$ cat src/rtl/core/ber_pkg.sv
package ber_pkg;

  // Counter and fraction sizes.
  localparam int COUNT_WIDTH   = 32;
  localparam int FRACTION_BITS = 16;
  localparam int RATIO_WIDTH   = FRACTION_BITS + 1;
  localparam int ERRCNT_WIDTH  = 32;
  localparam int STEP_WIDTH    = $clog2(FRACTION_BITS);

  // Symbol and register sizes.
  localparam int SYMBOL_WIDTH  = 8;
  localparam int BPS_WIDTH     = 4;
  localparam int POP_WIDTH     = $clog2(SYMBOL_WIDTH + 1);
  localparam int CFG_DATA_WIDTH = 4;

  localparam logic [BPS_WIDTH-1:0] BPS_RESET = BPS_WIDTH'(SYMBOL_WIDTH);
  localparam logic [BPS_WIDTH-1:0] BPS_MAX   = BPS_WIDTH'(SYMBOL_WIDTH);

  // Configuration register indexes.
  localparam logic REG_BITS_PER_SYMBOL = 1'b0;
  localparam logic REG_HOLD_COUNTING   = 1'b1;

  // Command codes.
  localparam logic CMD_COMPARE = 1'b0;
  localparam logic CMD_CLEAR   = 1'b1;

  typedef enum logic [1:0] {
    S_IDLE,
    S_START,
    S_DIVIDE,
    S_DONE
  } ber_state_t;

  typedef struct packed {
    logic busy;
    logic done;
  } div_status_t;

  // Number of differing bits among the low n bits of the two symbols.
  function automatic logic [POP_WIDTH-1:0] count_errors(
    input logic [SYMBOL_WIDTH-1:0] a,
    input logic [SYMBOL_WIDTH-1:0] b,
    input logic [BPS_WIDTH-1:0]    n
  );
    logic [SYMBOL_WIDTH-1:0] diff;
    logic [POP_WIDTH-1:0]    s;
    diff = a ^ b;
    s = '0;
    for (int i = 0; i < SYMBOL_WIDTH; i++) begin
      if (BPS_WIDTH'(i) < n) begin
        s = s + POP_WIDTH'(diff[i]);
      end
    end
    return s;
  endfunction

endpackage

$ cat src/rtl/core/ber_divider.sv
module ber_divider (
  input  logic                               clk,
  input  logic                               rst,
  input  logic                               start,
  input  logic [ber_pkg::COUNT_WIDTH-1:0]    numerator,
  input  logic [ber_pkg::COUNT_WIDTH-1:0]    denominator,
  output ber_pkg::div_status_t               status,
  output logic [ber_pkg::RATIO_WIDTH-1:0]    quotient
);
  import ber_pkg::*;

  localparam logic [STEP_WIDTH-1:0] LAST_STEP = STEP_WIDTH'(FRACTION_BITS - 1);

  logic                     busy;
  logic                     done;
  logic [STEP_WIDTH-1:0]    step;
  logic [COUNT_WIDTH-1:0]   rem;
  logic [COUNT_WIDTH-1:0]   den;
  logic [RATIO_WIDTH-1:0]   quo;

  logic                     init_ge;
  logic [COUNT_WIDTH-1:0]   init_rem;
  logic [COUNT_WIDTH:0]     rem_shift;
  logic                     step_ge;
  logic [COUNT_WIDTH-1:0]   rem_next;

  // The remainder stays below the divisor, so one extra bit holds the shift.
  always_comb begin
    init_ge   = numerator >= denominator;
    init_rem  = init_ge ? numerator - denominator : numerator;
    rem_shift = {rem, 1'b0};
    step_ge   = rem_shift >= {1'b0, den};
    rem_next  = step_ge ? COUNT_WIDTH'(rem_shift - {1'b0, den}) : COUNT_WIDTH'(rem_shift);
  end

  always_ff @(posedge clk) begin
    if (rst) begin
      busy <= 1'b0;
      done <= 1'b0;
      step <= '0;
    end else begin
      done <= 1'b0;
      if (start) begin
        busy <= 1'b1;
        step <= '0;
      end else if (busy) begin
        step <= step + 1'b1;
        if (step == LAST_STEP) begin
          busy <= 1'b0;
          done <= 1'b1;
        end
      end
    end
  end

  always_ff @(posedge clk) begin
    if (start) begin
      den <= denominator;
      rem <= init_rem;
      quo <= RATIO_WIDTH'(init_ge);
    end else if (busy) begin
      rem <= rem_next;
      quo <= {quo[RATIO_WIDTH-2:0], step_ge};
    end
  end

  assign status.busy = busy;
  assign status.done = done;
  assign quotient    = quo;

endmodule

$ cat src/rtl/core/bit_error_rate_counter.sv
// Channel   Direction  Handshake             Payload
// input     in         in_valid / in_ready   cmd, reference_symbol, received_symbol
// output    out        out_valid / out_ready error_ratio, error_count, counters_saturated
// config    in         cfg_write             cfg_index, cfg_data
//
// An item goes from acceptance to a loaded result in steps: S_START loads the divider,
// the single restoring divider gives FRACTION_BITS fraction bits at one quotient bit a
// cycle, S_DIVIDE waits for its done flag and S_DONE loads the output. A new item is
// accepted only in S_IDLE. With no bits counted, S_START skips the divider for S_DONE.
// A result that is not taken holds the next item in its final state.
// Reset is synchronous and clears the counters.
module bit_error_rate_counter (
  input  logic                                 clk,
  input  logic                                 rst,
  input  logic                                 in_valid,
  output logic                                 in_ready,
  input  logic                                 cmd,
  input  logic [ber_pkg::SYMBOL_WIDTH-1:0]     reference_symbol,
  input  logic [ber_pkg::SYMBOL_WIDTH-1:0]     received_symbol,
  output logic                                 out_valid,
  input  logic                                 out_ready,
  output logic [ber_pkg::RATIO_WIDTH-1:0]      error_ratio,
  output logic [ber_pkg::ERRCNT_WIDTH-1:0]     error_count,
  output logic                                 counters_saturated,
  input  logic                                 cfg_write,
  input  logic                                 cfg_index,
  input  logic [ber_pkg::CFG_DATA_WIDTH-1:0]   cfg_data
);
  import ber_pkg::*;

  ber_state_t               state;
  ber_state_t               state_next;

  logic [BPS_WIDTH-1:0]     bits_per_symbol;
  logic                     hold_counting;
  logic [COUNT_WIDTH-1:0]   error_total;
  logic [COUNT_WIDTH-1:0]   bit_total;
  logic                     saturated_flag;

  logic                     accept;
  logic                     div_start;
  logic                     load_out;
  logic                     count_zero;
  logic [BPS_WIDTH-1:0]     n_bits;
  logic [COUNT_WIDTH:0]     bit_sum;
  logic [POP_WIDTH-1:0]     new_errors;

  div_status_t              div_status;
  logic [RATIO_WIDTH-1:0]   quotient;

  ber_divider u_divider (
    .clk         (clk),
    .rst         (rst),
    .start       (div_start),
    .numerator   (error_total),
    .denominator (bit_total),
    .status      (div_status),
    .quotient    (quotient)
  );

  // Configuration registers.
  always_ff @(posedge clk) begin
    if (rst) begin
      bits_per_symbol <= BPS_RESET;
      hold_counting   <= 1'b0;
    end else if (cfg_write) begin
      unique case (cfg_index)
        REG_BITS_PER_SYMBOL: bits_per_symbol <= cfg_data[BPS_WIDTH-1:0];
        REG_HOLD_COUNTING:   hold_counting   <= cfg_data[0];
        default: ;
      endcase
    end
  end

  // The carry of the sum marks a bit counter that would overflow.
  always_comb begin
    n_bits     = (bits_per_symbol > BPS_MAX) ? BPS_MAX : bits_per_symbol;
    bit_sum    = {1'b0, bit_total} + (COUNT_WIDTH + 1)'(n_bits);
    new_errors = count_errors(reference_symbol, received_symbol, n_bits);
    count_zero = (bit_total == '0);
  end

  always_ff @(posedge clk) begin
    if (rst) begin
      error_total    <= '0;
      bit_total      <= '0;
      saturated_flag <= 1'b0;
    end else if (accept) begin
      if (cmd == CMD_CLEAR) begin
        error_total    <= '0;
        bit_total      <= '0;
        saturated_flag <= 1'b0;
      end else if (!hold_counting && !saturated_flag && n_bits != '0) begin
        if (bit_sum[COUNT_WIDTH]) begin
          saturated_flag <= 1'b1;
        end else begin
          bit_total   <= bit_sum[COUNT_WIDTH-1:0];
          error_total <= error_total + COUNT_WIDTH'(new_errors);
        end
      end
    end
  end

  always_ff @(posedge clk) begin
    if (rst) begin
      state <= S_IDLE;
    end else begin
      state <= state_next;
    end
  end

  always_comb begin
    state_next = state;
    unique case (state)
      S_IDLE:   if (accept) state_next = S_START;
      S_START:  state_next = count_zero ? S_DONE : S_DIVIDE;
      S_DIVIDE: if (div_status.done) state_next = S_DONE;
      S_DONE:   if (load_out) state_next = S_IDLE;
      default:  state_next = S_IDLE;
    endcase
  end

  always_comb begin
    in_ready  = 1'b0;
    div_start = 1'b0;
    load_out  = 1'b0;
    unique case (state)
      S_IDLE:   in_ready  = 1'b1;
      S_START:  div_start = !count_zero;
      S_DIVIDE: ;
      S_DONE:   load_out  = !out_valid || out_ready;
      default:  ;
    endcase
  end

  assign accept = in_valid && in_ready;

  always_ff @(posedge clk) begin
    if (rst) begin
      out_valid <= 1'b0;
    end else if (load_out) begin
      out_valid <= 1'b1;
    end else if (out_ready) begin
      out_valid <= 1'b0;
    end
  end

  always_ff @(posedge clk) begin
    if (load_out) begin
      error_ratio        <= count_zero ? '0 : quotient;
      error_count        <= count_zero ? '0 : ERRCNT_WIDTH'(error_total);
      counters_saturated <= saturated_flag;
    end
  end

endmodule
$ cat config.mk
export PLATFORM = sky130hd
export DESIGN_NAME = bit_error_rate_counter
export DESIGN_NICKNAME = d
export VERILOG_FILES = /design/src/rtl/core/ber_pkg.sv /design/src/rtl/core/ber_divider.sv /design/src/rtl/core/bit_error_rate_counter.sv
export SDC_FILE = /design/constraint.sdc
export NUM_CORES = 1
export LEC_CHECK = 0
export ABC_CLOCK_PERIOD_IN_PS = 7400
export BUFFER_PORTS_ARGS = -buffer_cell sky130_fd_sc_hd__buf_2
export CORE_ASPECT_RATIO = 0.8
export CORE_UTILIZATION = 36
export CTS_CLUSTER_DIAMETER = 80
export DETAILED_ROUTE_END_ITERATION = 6
export GPL_TIMING_DRIVEN = 0
export HOLD_SLACK_MARGIN = 0.12
export PLACE_DENSITY = 0.6
export SLEW_MARGIN = 20
export SYNTH_ARGS = -nofsm -noshare
export SYNTH_HDL_FRONTEND = slang
export SYNTH_SLANG_ARGS = --single-unit
$ cat constraint.sdc
create_clock -name clk -period 7.4 [get_ports clk]
set_input_delay 0.74 -clock clk [delete_from_list [all_inputs] [get_ports clk]]
set_output_delay 0.74 -clock clk [all_outputs]
set_load 0.02 [all_outputs]
== Yosys cells after proc, flatten, opt, wreduce, memory -nomap -nowiden ==
Cells that the tools add are included.

* Register bits: 210
* Word-level logic and storage cells: 111
* Input bits: 27
* Output and inout port bits: 52

* Equality and inequality tests: 8
* Order comparisons: 11
* Mux-type cells: 38
* Bitwise operators: 3
* Add/sub/neg operators: 12
* Reduce and logical (&&, ||, !) cells: 22

{| class="wikitable"
|+ Operators by type and width
! cell !! number
|-
| 32-bit two-way mux || 10
|-
| 32-bit subtractor || 2
|-
| 32-bit by 4-bit adder with 33-bit output || 1
|-
| 33-bit by 32-bit >= comparator with 1-bit output || 1
|-
| 32-bit by 4-bit adder with 32-bit output || 1
|-
| 32-bit >= comparator || 1
|-
| 32-bit zero test || 1
|-
| 4-bit two-way mux || 8
|-
| 4-bit by 1-bit adder with 4-bit output || 7
|-
| 3-bit by 4-bit < comparator with 1-bit output (first input constant) || 4
|-
| 1-bit two-way mux || 16
|-
| 3-bit AND reduction || 3
|-
| 1-bit by 4-bit < comparator with 1-bit output (first input constant) || 2
|-
| 2-bit by 4-bit < comparator with 1-bit output (first input constant) || 2
|-
| 2-bit case mux with 4 select lines || 1
|-
| 2-bit nonzero test || 4
|-
| 8-bit bitwise XOR || 1
|-
| 2-bit two-way mux || 3
|-
| 2-bit != test (second input constant) || 3
|-
| 4-bit by 1-bit adder with 4-bit output (second input constant) || 1
|-
| 2-bit equality test (second input constant) || 2
|-
| 4-bit equality test (second input constant) || 1
|-
| 4-bit greater-than comparator (second input constant) || 1
|-
| 1-bit zero test || 4
|-
| 10 further kinds || 14
|}

== Longest topological paths before layout ==
Gate-level depths: netlist of the first run.

* Depth in word-level cells: 22
* Gate-level depth with buffers: 33
* Mapped depth without buffers: 32

== Hierarchy ==
Synthesis of the first run repeated with hierarchy kept, for this count alone.

* Cell total of the unflattened synthesis: 1,525
* Area total of the unflattened synthesis: 13,857.0 µm²

{| class="wikitable"
|+ Modules (own cells, without submodules)
! module !! cells each !! sequential area each (µm²) !! instances !! area an instance (µm²)
|-
| ber_divider || 840 || 2,392.3 || 1 || 7,335.8
|-
| bit_error_rate_counter || 685 || 2,962.8 || 1 || 6,521.3
|}

== Worst setup path after synthesis of the first run ==
Ideal clock, no wire load.

* Path type: flip-flop to flip-flop
* From: register bits_per_symbol[3]
* To: register error_total[30]
* Path slack: 864 ps
* Library setup time: 128 ps
* Arrival time: 6,408 ps
* Path buffers: 0
* Stages on the path, launching flop included: 29
* Required time: 7,272 ps
* Cell sequence: dfxtp_1 -> or4_1 -> nor2b_1 -> ha_1 -> mux2_2 -> ha_1 -> nand2_1 -> o31ai_1 -> a221o_1 -> ha_1 -> mux2_2 -> ha_1 -> mux2_2 -> ha_1 -> nand2_1 -> nand2_1 -> ha_1 -> ha_1 -> mux2_2 -> ha_1 -> mux2i_1 -> fa_1 -> nor2_1 -> a211oi_1 -> a21oi_2 -> nand2_1 -> nor4_1 -> xnor2_1 -> nor2_1

* Longest elaborated chain between the ends: 22

{| class="wikitable"
|+ Ends and longest elaborated chain
! what !! RTL line !! text
|-
| from (decl) || bit_error_rate_counter.sv:34 || <nowiki>logic [BPS_WIDTH-1:0] bits_per_symbol;</nowiki>
|-
| from (signal assigned) || bit_error_rate_counter.sv:68 || <nowiki>REG_BITS_PER_SYMBOL: bits_per_symbol <= cfg_data[BPS_WIDTH-1:0];</nowiki>
|-
| 4-bit greater-than comparator || bit_error_rate_counter.sv:77 || <nowiki>n_bits = (bits_per_symbol > BPS_MAX) ? BPS_MAX : bits_per_symbol;</nowiki>
|-
| 4-bit two-way mux (*) || bit_error_rate_counter.sv:77 ||
|-
| 1-bit by 4-bit < comparator with 1-bit output || ber_pkg.sv:50 || <nowiki>if (BPS_WIDTH'(i) < n) begin</nowiki>
|-
| 1-bit two-way mux || ber_pkg.sv:50 ||
|-
| 4-bit by 1-bit adder with 4-bit output || ber_pkg.sv:51 || <nowiki>s = s + POP_WIDTH'(diff[i]);</nowiki>
|-
| 4-bit two-way mux || ber_pkg.sv:50 ||
|-
| 4-bit by 1-bit adder with 4-bit output || ber_pkg.sv:51 ||
|-
| 4-bit two-way mux || ber_pkg.sv:50 ||
|-
| [6 not listed] || - ||
|-
| 4-bit by 1-bit adder with 4-bit output || ber_pkg.sv:51 ||
|-
| 4-bit two-way mux || ber_pkg.sv:50 ||
|-
| 4-bit by 1-bit adder with 4-bit output || ber_pkg.sv:51 ||
|-
| 4-bit two-way mux || ber_pkg.sv:50 ||
|-
| 32-bit by 4-bit adder with 32-bit output || bit_error_rate_counter.sv:98 || <nowiki>error_total <= error_total + COUNT_WIDTH'(new_errors);</nowiki>
|-
| 32-bit two-way mux || bit_error_rate_counter.sv:94 || <nowiki>if (bit_sum[COUNT_WIDTH]) begin</nowiki>
|-
| 32-bit two-way mux || bit_error_rate_counter.sv:93 || <nowiki>end else if (!hold_counting && !saturated_flag && n_bits != '0) begin</nowiki>
|-
| 32-bit two-way mux || bit_error_rate_counter.sv:89 || <nowiki>if (cmd == CMD_CLEAR) begin</nowiki>
|-
| to (signal assigned) || bit_error_rate_counter.sv:98 ||
|-
| to (decl) || bit_error_rate_counter.sv:36 || <nowiki>logic [COUNT_WIDTH-1:0] error_total;</nowiki>
|}

Every way passes the cells marked *; elsewhere a longest branch is shown, timed or not. The select of a mux whose other input is x is not followed.
A chain may end at the register's enable or synchronous reset.

== Final worst setup path of the first run ==
* From: register bits_per_symbol[3]
* To: register error_total[21]

The elaborated chain is that of the path after synthesis.

==> results of run 1 <==
## sequential cells by signal, indices dropped and copies added, names as in the netlist
register / flops
hold_counting: 1
out_valid: 1
bits_per_symbol: 4
error_ratio: 17
u_divider.quotient: 17
error_total: 32
state: 2
u_divider.done: 1
u_divider.busy: 1
u_divider.rem: 32
error_count: 32
u_divider.den: 32
counters_saturated: 1
u_divider.step: 4
bit_total: 32
saturated_flag: 1
## cell usage in the layout (no fill, tap or decap), types with 20 or more instances in the layout
master and n:
nand3_1 45, inv_1 96, edfxtp_1 115, xnor2_1 65, nor2b_1 59, dfxtp_1 94, a21oi_1 97, nor2_1 148
or3_1 20, o21ai_0 48, clkbuf_16 23, ha_1 92, buf_2 89, clkbuf_1 45, nand2_1 124, a21o_1 33
xor2_1 43, a31oi_1 28, nor3_1 30, mux2i_1 34, nand4_1 24
## cells in the mapped netlist (all sizes together) (8+ instances only)
master    n
ha       92
edfxtp  115
and3     17
a21oi   100
o21bai   11
o21ai    54
o21a     13
nor4     21
nand3    46
xor2     43
a211oi   18
o211ai   12
dfxtp    95
nor2b    60
a21o     33
mux2i    34
xnor2    65
nor3     34
mux2      8
clkbuf   39
nand4    25
inv      97
buf      21
or3      21
a22oi     8
nand2b   17
nand2   125
a31oi    28
nor2    149
## timing repair
action	4_1_cts	5_1_grt
setup buffers	0	2
hold buffers	0	0
setup endpoints to repair	0	14
resized for setup	0	11
## power by group through the flow
stage | logic, mW | registers, mW | clock network, mW
after floorplan | 0.974 | 1.44 | 0
after CTS | 1.35 | 1.40 | 1.13
after global routing | 1.51 | 1.41 | 1.17
final | 1.36 | 1.40 | 1.12
after global placement | 1.31 | 1.43 | 0
after detailed placement | 1.34 | 1.42 | 0
## final cells by class
| class | instances | area (um^2) |
|---|---|---|
| inverters | 98 | 368 |
| well taps | 480 | 601 |
| plain buffers | 60 | 283 |
| repair buffers | 81 | 455 |
| fillers | 3598 | 21000 |
| flip-flops and latches | 210 | 5360 |
| clock inverters | 10 | 82.6 |
| clock buffers | 32 | 639 |
| multi-input cells | 1118 | 7480 |
## metrics by stage
stage	worst slack [ps]	total power [mW]	utilization	hold slack, ps
after CTS	129	3.89	0.419	447
after detailed placement	115	2.77	0.399	461
after global placement	207	2.74	0.397	454
final	421	3.88	0.420	455
after floorplan	864	2.42	-	431
after global routing	9.79	4.10	0.420	463
## logic make-up (layout without fill, tap and decap cells)
| group | count (synthesis) | after routing | share of synthesized area |
|---|---|---|---|
| and+or+nand+nor | 543 | 543 | 0.200 |
| AOI/OAI and AO/OA | 329 | 329 | 0.160 |
| DFF | 210 | 210 | 0.399 |
| buffers and inverters | 158 | 281 | 0.0479 |
| xor gates and xnor gates | 108 | 108 | 0.0704 |
| adders and majority gates | 96 | 96 | 0.0917 |
| muxes | 42 | 42 | 0.0320 |
## critical path, delay by kind of cell (launching register included)
kind                       cells  cell delay, ps
adders and majority gates      9            2470
AOI/OAI and AO/OA              7            1130
muxes                          5            1420
buffers and inverters          1             170
DFF                            1             370
and+or+nand+nor                7            1370
## metal layers
| layer | track usage | up-vias | part of all wire |
|---|---|---|---|
| li1 | - | 5543 | - |
| met1 | 0.305 | 5270 | 0.51 |
| met2 | 0.280 | 378 | 0.41 |
| met3 | 0.0285 | 38 | 0.067 |
| met4 | 0.0350 | 0 | 0.014 |
| met5 | 0 | - | 0 |
## how the worst min path moves through the flow
stage / start / to / cells past startpoint / slack (ps)
after floorplan: saturated_flag / counters_saturated / 0 / 430
after global placement: hold_counting / hold_counting / 2 / 450
after detailed placement: hold_counting / hold_counting / 2 / 460
after CTS: cfg_data[3] / bits_per_symbol[3] / 2 / 450
after global routing: cfg_data[3] / bits_per_symbol[3] / 2 / 460
final: cfg_data[3] / bits_per_symbol[3] / 2 / 460
==> summary.log, run 1 <==
INFO  synthesis      synth_top_area_share=0.257
INFO  finish         post_route_cells_drive_above_1_share=0.109
INFO  power_and_ir_drop total_switching_power=1.35mW
INFO  detailed_routing avgViaCountPerCell=5.38
INFO  timing         slew-limit-headroom=0.398
INFO  timing         max_slew.worst_pin.slew=897ps
INFO  synthesis      synth_flop_cell=edfxtp_1
INFO  timing         setup_tns=0ps
INFO  clock_tree     cts.sink_count=210
INFO  synthesis      synth_enable_flop_cells=115
INFO  critical_path  rr_endpoint=error_total[21]
INFO  critical_path  worst_path_max_delay_cell=or4_4
INFO  finish         diodes=0
INFO  critical_path  worst_setup_path_end_kind=register
INFO  power_and_ir_drop swShare=0.347
INFO  detailed_routing initialDrtViolationCount=892
INFO  timing         rsz0062_at_grt=false
INFO  outcome        result_of_the_run=completed
INFO  grt            grt_pass1_wl=58800um
INFO  synthesis      synthArstFlopShare=0
INFO  run            max-cap-violations=0
INFO  synthesis      synth.yosys.seq_area_share=0.399
INFO  grt            globalRouteOverflowTotal=0
INFO  detailed_routing wl_per_cell=18.0um
INFO  synthesis      yosys.cell_types.count=78
INFO  synthesis      syn_inst=1486
INFO  finish         area.growth.synth_to_final=13.6%
INFO  timing         timing_hold_violations_final=0
INFO  finish         layoutNonFillerInstCount=2089
INFO  synthesis      synth_area=0.0134mm^2
INFO  synthesis      mappedNetlistNets=1609
INFO  critical_path  launch_point_of_the_worst_reg_to_reg_path=bits_per_symbol[3]
INFO  place          place.port_buffers=76
INFO  power_and_ir_drop power.density_cell_area=254mW/mm^2
INFO  detailed_routing drt_first_pass_iters=6
INFO  power_and_ir_drop power.internal=2.53mW
INFO  clock_tree     cts_buffer_depth=3
INFO  critical_path  cp_data_required_time=7840ps
INFO  clock_tree     insertion_delay=520ps
INFO  power_and_ir_drop static-leakage-power=6.06nW
INFO  critical_path  reg2reg_depth=29
INFO  power_and_ir_drop seq_power_share=0.361
INFO  timing         number_of_max_slew_violations_in_the_final_report=0
INFO  clock_tree     cts_tree=yes
INFO  synthesis      netlist.top_cell.by_area=edfxtp_1
INFO  clock_tree     clockRootBuffer=clkbuf_16
INFO  synthesis      ys.warnings.count=0
INFO  finish         final_nets=1715
INFO  floorplanning  floorplan.initialDensity=0.370
INFO  critical_path  cp.arrival=7420ps
INFO  critical_path  critical_path.max_stage_delay=550ps
INFO  min_path       worstHoldPathType=input port to register
INFO  place          area_of_placed_instances=0.0145mm^2
INFO  synthesis      postSynthRegisterBits=210
INFO  finish         postLayoutCellArea=0.0153mm^2
INFO  power_and_ir_drop clkPwrFrac=0.288
INFO  detailed_routing ant_nets=0
INFO  grt            global_route.usage.total=0.195
INFO  timing         setup_viol=0
INFO  grt            antenna_found_initial=0
INFO  critical_path  reg_to_reg_setup_timing_slack=420ps
INFO  place          dpl.cell_count=2045
INFO  grt            grt_pass1_vias=10600
INFO  timing         max_freq=0.143GHz
INFO  floorplanning  dieWidth=218um
INFO  synthesis      synth_top_cells_by_area=edfxtp_1 26%, dfxtp_1 14%, ha_1 8.6%, xnor2_1 4.2%, nor2_1 4.1%
INFO  floorplanning  floorplan.rows=62
INFO  detailed_routing wl=37600um
INFO  place          gp_congestion=0.925
INFO  clock_tree     htreeDepth=1
INFO  critical_path  timing.setup.critical_path_class=register to register
INFO  power_and_ir_drop vdd_ir_drop_max=0.187mV
INFO  grt            grt_start_max_net_pins=31
INFO  floorplanning  die_area=0.0381mm^2
INFO  timing         period_needed=6980ps
INFO  place          detailed_placer_s_ending_hpwl=29300um
INFO  detailed_routing vias=11200
INFO  critical_path  cp-endpoint=error_total[21]
INFO  power_and_ir_drop comb_power_share=0.351
INFO  timing         skew=17.0ps
INFO  detailed_routing drc=0
INFO  critical_path  critical_path.most_common_cell=ha_1
INFO  floorplanning  die_height=175um
INFO  critical_path  crit_start=bits_per_symbol[3]
INFO  clock_tree     worst_setup_hold_path_clk_slew=60ps
INFO  floorplanning  core_area=0.0363mm^2
INFO  synthesis      synth.avg_cell_area=9.04um^2
INFO  floorplanning  top_level_ports=79
INFO  critical_path  critical_path.max_fanout=10
INFO  critical_path  cp-start-kind=register
INFO  clock_tree     cts_buffers=23
INFO  timing         post-route-period-util=0.943
Power figures use the tool's default switching activity.
==> run 2, diff against run 1 <==
--- a/config.mk
+++ b/config.mk
@@ -5,7 +5,7 @@
 export SDC_FILE = /design/constraint.sdc
 export NUM_CORES = 1
 export LEC_CHECK = 0
-export ABC_CLOCK_PERIOD_IN_PS = 7400
+export ABC_CLOCK_PERIOD_IN_PS = 5700
 export BUFFER_PORTS_ARGS = -buffer_cell sky130_fd_sc_hd__buf_2
 export CORE_ASPECT_RATIO = 0.8
 export CORE_UTILIZATION = 36
@@ -13,7 +13,7 @@
 export DETAILED_ROUTE_END_ITERATION = 6
 export GPL_TIMING_DRIVEN = 0
 export HOLD_SLACK_MARGIN = 0.12
-export PLACE_DENSITY = 0.6
+export PLACE_DENSITY = 0.62
 export SLEW_MARGIN = 20
 export SYNTH_ARGS = -nofsm -noshare
 export SYNTH_HDL_FRONTEND = slang
==> constraint.sdc (replaced) <==
create_clock -name clk -period 5.7 [get_ports clk]
set_input_delay 0.57 -clock clk [delete_from_list [all_inputs] [get_ports clk]]
set_output_delay 0.57 -clock clk [all_outputs]
set_load 0.02 [all_outputs]
==> run 2 against run 1 <==
  * The run now ends with negative setup slack left
  * Final cell count increased by 0.72%
  * Global-route usage increased by 0.069 points
  * Count of clock-buffer cells in the layout decreased by 3
  * Critical path depth unchanged
  * Die area unchanged
  * Hold slack got worse by 180 ps
  * Via count increased by 1.5%
  * Sequential power increased by 30%
  * Worst setup slack got worse by 1100 ps
  * Clock power increased by 36%
  * Clock skew decreased by 0.72 ps
  * Sequential cell count unchanged
  * Critical path type unchanged
  * Critical endpoint is now error_total[19]
  * Largest cell class unchanged
  * Largest power group is now combinational cells
==> summary.log, run 2 (same netlist as run 1, synthesis figures left out) <==
INFO  floorplanning  die_area=0.0381mm^2 [unchanged]
INFO  timing         period_needed=6370ps [-606 ps]
INFO  clock_tree     htreeDepth=1 [unchanged]
INFO  timing         max_slew.worst_pin.slew=895ps [-2.12 ps]
INFO  critical_path  critical_path.max_fanout=5 [-5]
INFO  critical_path  worst_path_max_delay_cell=or4_4
INFO  timing         skew=16.2ps [-0.722 ps]
INFO  floorplanning  die_height=175um [unchanged]
INFO  detailed_routing avgViaCountPerCell=5.42 [+0.83%]
INFO  detailed_routing drt_first_pass_iters=7 [+1]
INFO  clock_tree     clockRootBuffer=clkbuf_16
INFO  power_and_ir_drop power.density_cell_area=336mW/mm^2 [+32%]
INFO  place          place.port_buffers=76 [unchanged]
INFO  detailed_routing vias=11400 [+1.5%]
INFO  run            max-cap-violations=0 [unchanged]
INFO  critical_path  timing.setup.critical_path_class=register to register
INFO  critical_path  cp-start-kind=register
INFO  timing         max_freq=0.157GHz [+9.5%]
INFO  detailed_routing met3WireLength=2510um [+0.12%]
INFO  place          area_of_placed_instances=0.0148mm^2 [+1.9%]
INFO  detailed_routing initialDrtViolationCount=939 [+5.3%]
INFO  finish         final_nets=1730 [+0.87%]
INFO  timing         post-route-period-util=1.12 [+0.175]
INFO  clock_tree     cts_tree=yes
INFO  power_and_ir_drop static-leakage-power=6.35nW [+4.7%]
INFO  finish         post_route_cells_drive_above_1_share=0.149 [+0.0396]
INFO  critical_path  critical_path.max_stage_delay=510ps [-40 ps]
INFO  finish         layout_commonest_cell=nor2_1
INFO  place          gp_congestion=0.947 [+2.5%]
INFO  timing         slew-limit-headroom=0.399 [+0.00142]
INFO  timing         setup_viol=30 [+30]
INFO  finish         multi_input_area=0.00788mm^2 [+5.3%]
INFO  floorplanning  core_area=0.0363mm^2 [unchanged]
INFO  timing         rsz0062_at_grt=true
INFO  detailed_routing route.met2.wl=15700um [+2.7%]
INFO  critical_path  cp_data_required_time=6150ps [-1690 ps]
INFO  timing         setup_tns=-16480ps [-16480 ps]
INFO  finish         layout.area.seq=0.00536mm^2 [about the same]
INFO  outcome        violated_checks=negative setup slack
INFO  grt            antenna_found_initial=0 [unchanged]
INFO  timing         hold-worst-slack=280ps [-175 ps]
INFO  detailed_routing drc=0 [unchanged]
INFO  finish         postLayoutCellArea=0.0158mm^2 [+3.8%]
INFO  critical_path  critical_path.most_common_cell=ha_4
INFO  finish         layout.cells.most_common_list=146 x nor2_1, 117 x nand2_1, 115 x edfxtp_1, 96 x inv_1, 94 x a21oi_1
INFO  power_and_ir_drop vdd_ir_drop_max=0.269mV [+44%]
INFO  place          dpl.cell_count=2045 [unchanged]
INFO  detailed_routing dr.max_layer_used=met4
INFO  power_and_ir_drop report.power.total=5.32mW [+37%]
INFO  finish         diodes=0 [unchanged]
INFO  finish         layoutNonFillerInstCount=2104 [+0.72%]
INFO  detailed_routing wl_per_cell=18.0um [about the same]
INFO  timing         number_of_max_slew_violations_in_the_final_report=0 [unchanged]
INFO  grt            grt_start_max_net_pins=32 [+3.2%]
INFO  grt            globalRouteOverflowTotal=0 [unchanged]
INFO  critical_path  cp.arrival=6820ps [-600 ps]
INFO  timing         setup_slack=-673ps [-1090 ps]
INFO  clock_tree     postCtsHoldBufs=0 [unchanged]
INFO  floorplanning  floorplan.rows=62 [unchanged]
INFO  clock_tree     cts.sink_count=210 [unchanged]
INFO  floorplanning  floorplan.initialDensity=0.370 [unchanged]
INFO  min_path       worstHoldPathType=input port to register
INFO  clock_tree     cts_buffers=23 [unchanged]
INFO  detailed_routing ant_nets=0 [unchanged]
INFO  detailed_routing detail_route.wirelength.met1=19100um [-0.76%]
INFO  outcome        result_of_the_run=finished with violations
INFO  grt            grt_pass1_wl=59000um [+0.41%]
INFO  grt            grt_pass1_vias=10500 [-0.13%]
INFO  finish         area.growth.synth_to_final=18.0%
INFO  clock_tree     worst_setup_hold_path_clk_slew=60ps [about the same]
INFO  floorplanning  dieWidth=218um [unchanged]
INFO  detailed_routing wl=37900um [+0.79%]
INFO  grt            global_route.usage.total=0.195 [+0.000694]
INFO  floorplanning  top_level_ports=79 [unchanged]
INFO  clock_tree     cts_buffer_depth=3 [unchanged]
INFO  clock_tree     insertion_delay=520ps [about the same]
INFO  place          detailed_placer_s_ending_hpwl=29200um [-0.49%]
INFO  timing         timing_hold_violations_final=0 [unchanged]
INFO  finish         final.fill_count=3536 [-1.7%]
INFO  critical_path  worst_setup_path_end_kind=register
==> run 2: layer usage <==
metal,vias to the layer above,global-route usage
met1,5410,0.306
met2,375,0.283
li1,5579,-
met5,-,0
met4,0,0.0379
met3,39,0.0238
==> run 2: what timing repair did <==
item / CTS / global route
pin swaps: 25 / 17
cloned: 1 / 1
gates resized for setup: 22 / 18
endpoints found under the setup margin: 31 / 31
buffers inserted: 15 / 1
==> run 2: worst paths after layout <==
kind	startpoint	end	slack (ps)	depth (start not counted)
min reg2reg	hold_counting	hold_counting	470	2
max reg2reg	bits_per_symbol[2]	error_total[19]	-670	29
min	cfg_data[3]	bits_per_symbol[3]	280	2
max	bits_per_symbol[2]	error_total[19]	-670	29
==> run 2: cell type report <==
class / instances / area share
plain buffers: 59 / 0.0171
clock buffers: 29 / 0.0403
clock inverters: 13 / 0.00813
inverters: 98 / 0.0232
multi-input cells: 1118 / 0.497
flip-flops and latches: 210 / 0.338
well taps: 480 / 0.0379
repair buffers: 97 / 0.0378
==> run 2: critical path, delay by kind of cell (launching register included) <==
kind	cells	cell delay [ps]
compound gates	7	1030
fa+ha+maj	9	2100
buf+inv	1	150
flops	1	340
mux	5	1410
simple gates	7	1280
==> run 2: power by group <==
group	internal, mW	switching (mW)	leakage [nW]
Combinational	0.846	1.15	4.12
Clock	0.891	0.625	0.379
Sequential	1.75	0.0632	1.85
Total	3.49	1.84	6.35
==> run 2: through the flow <==
| stage | util | setup slack, ps |
|---|---|---|
| final | 0.437 | -673 |
| after global routing | 0.437 | -883 |
| after CTS | 0.434 | -690 |
| after detailed placement | 0.407 | -1130 |
| after global placement | 0.405 | -986 |
| after floorplan | - | -585 |
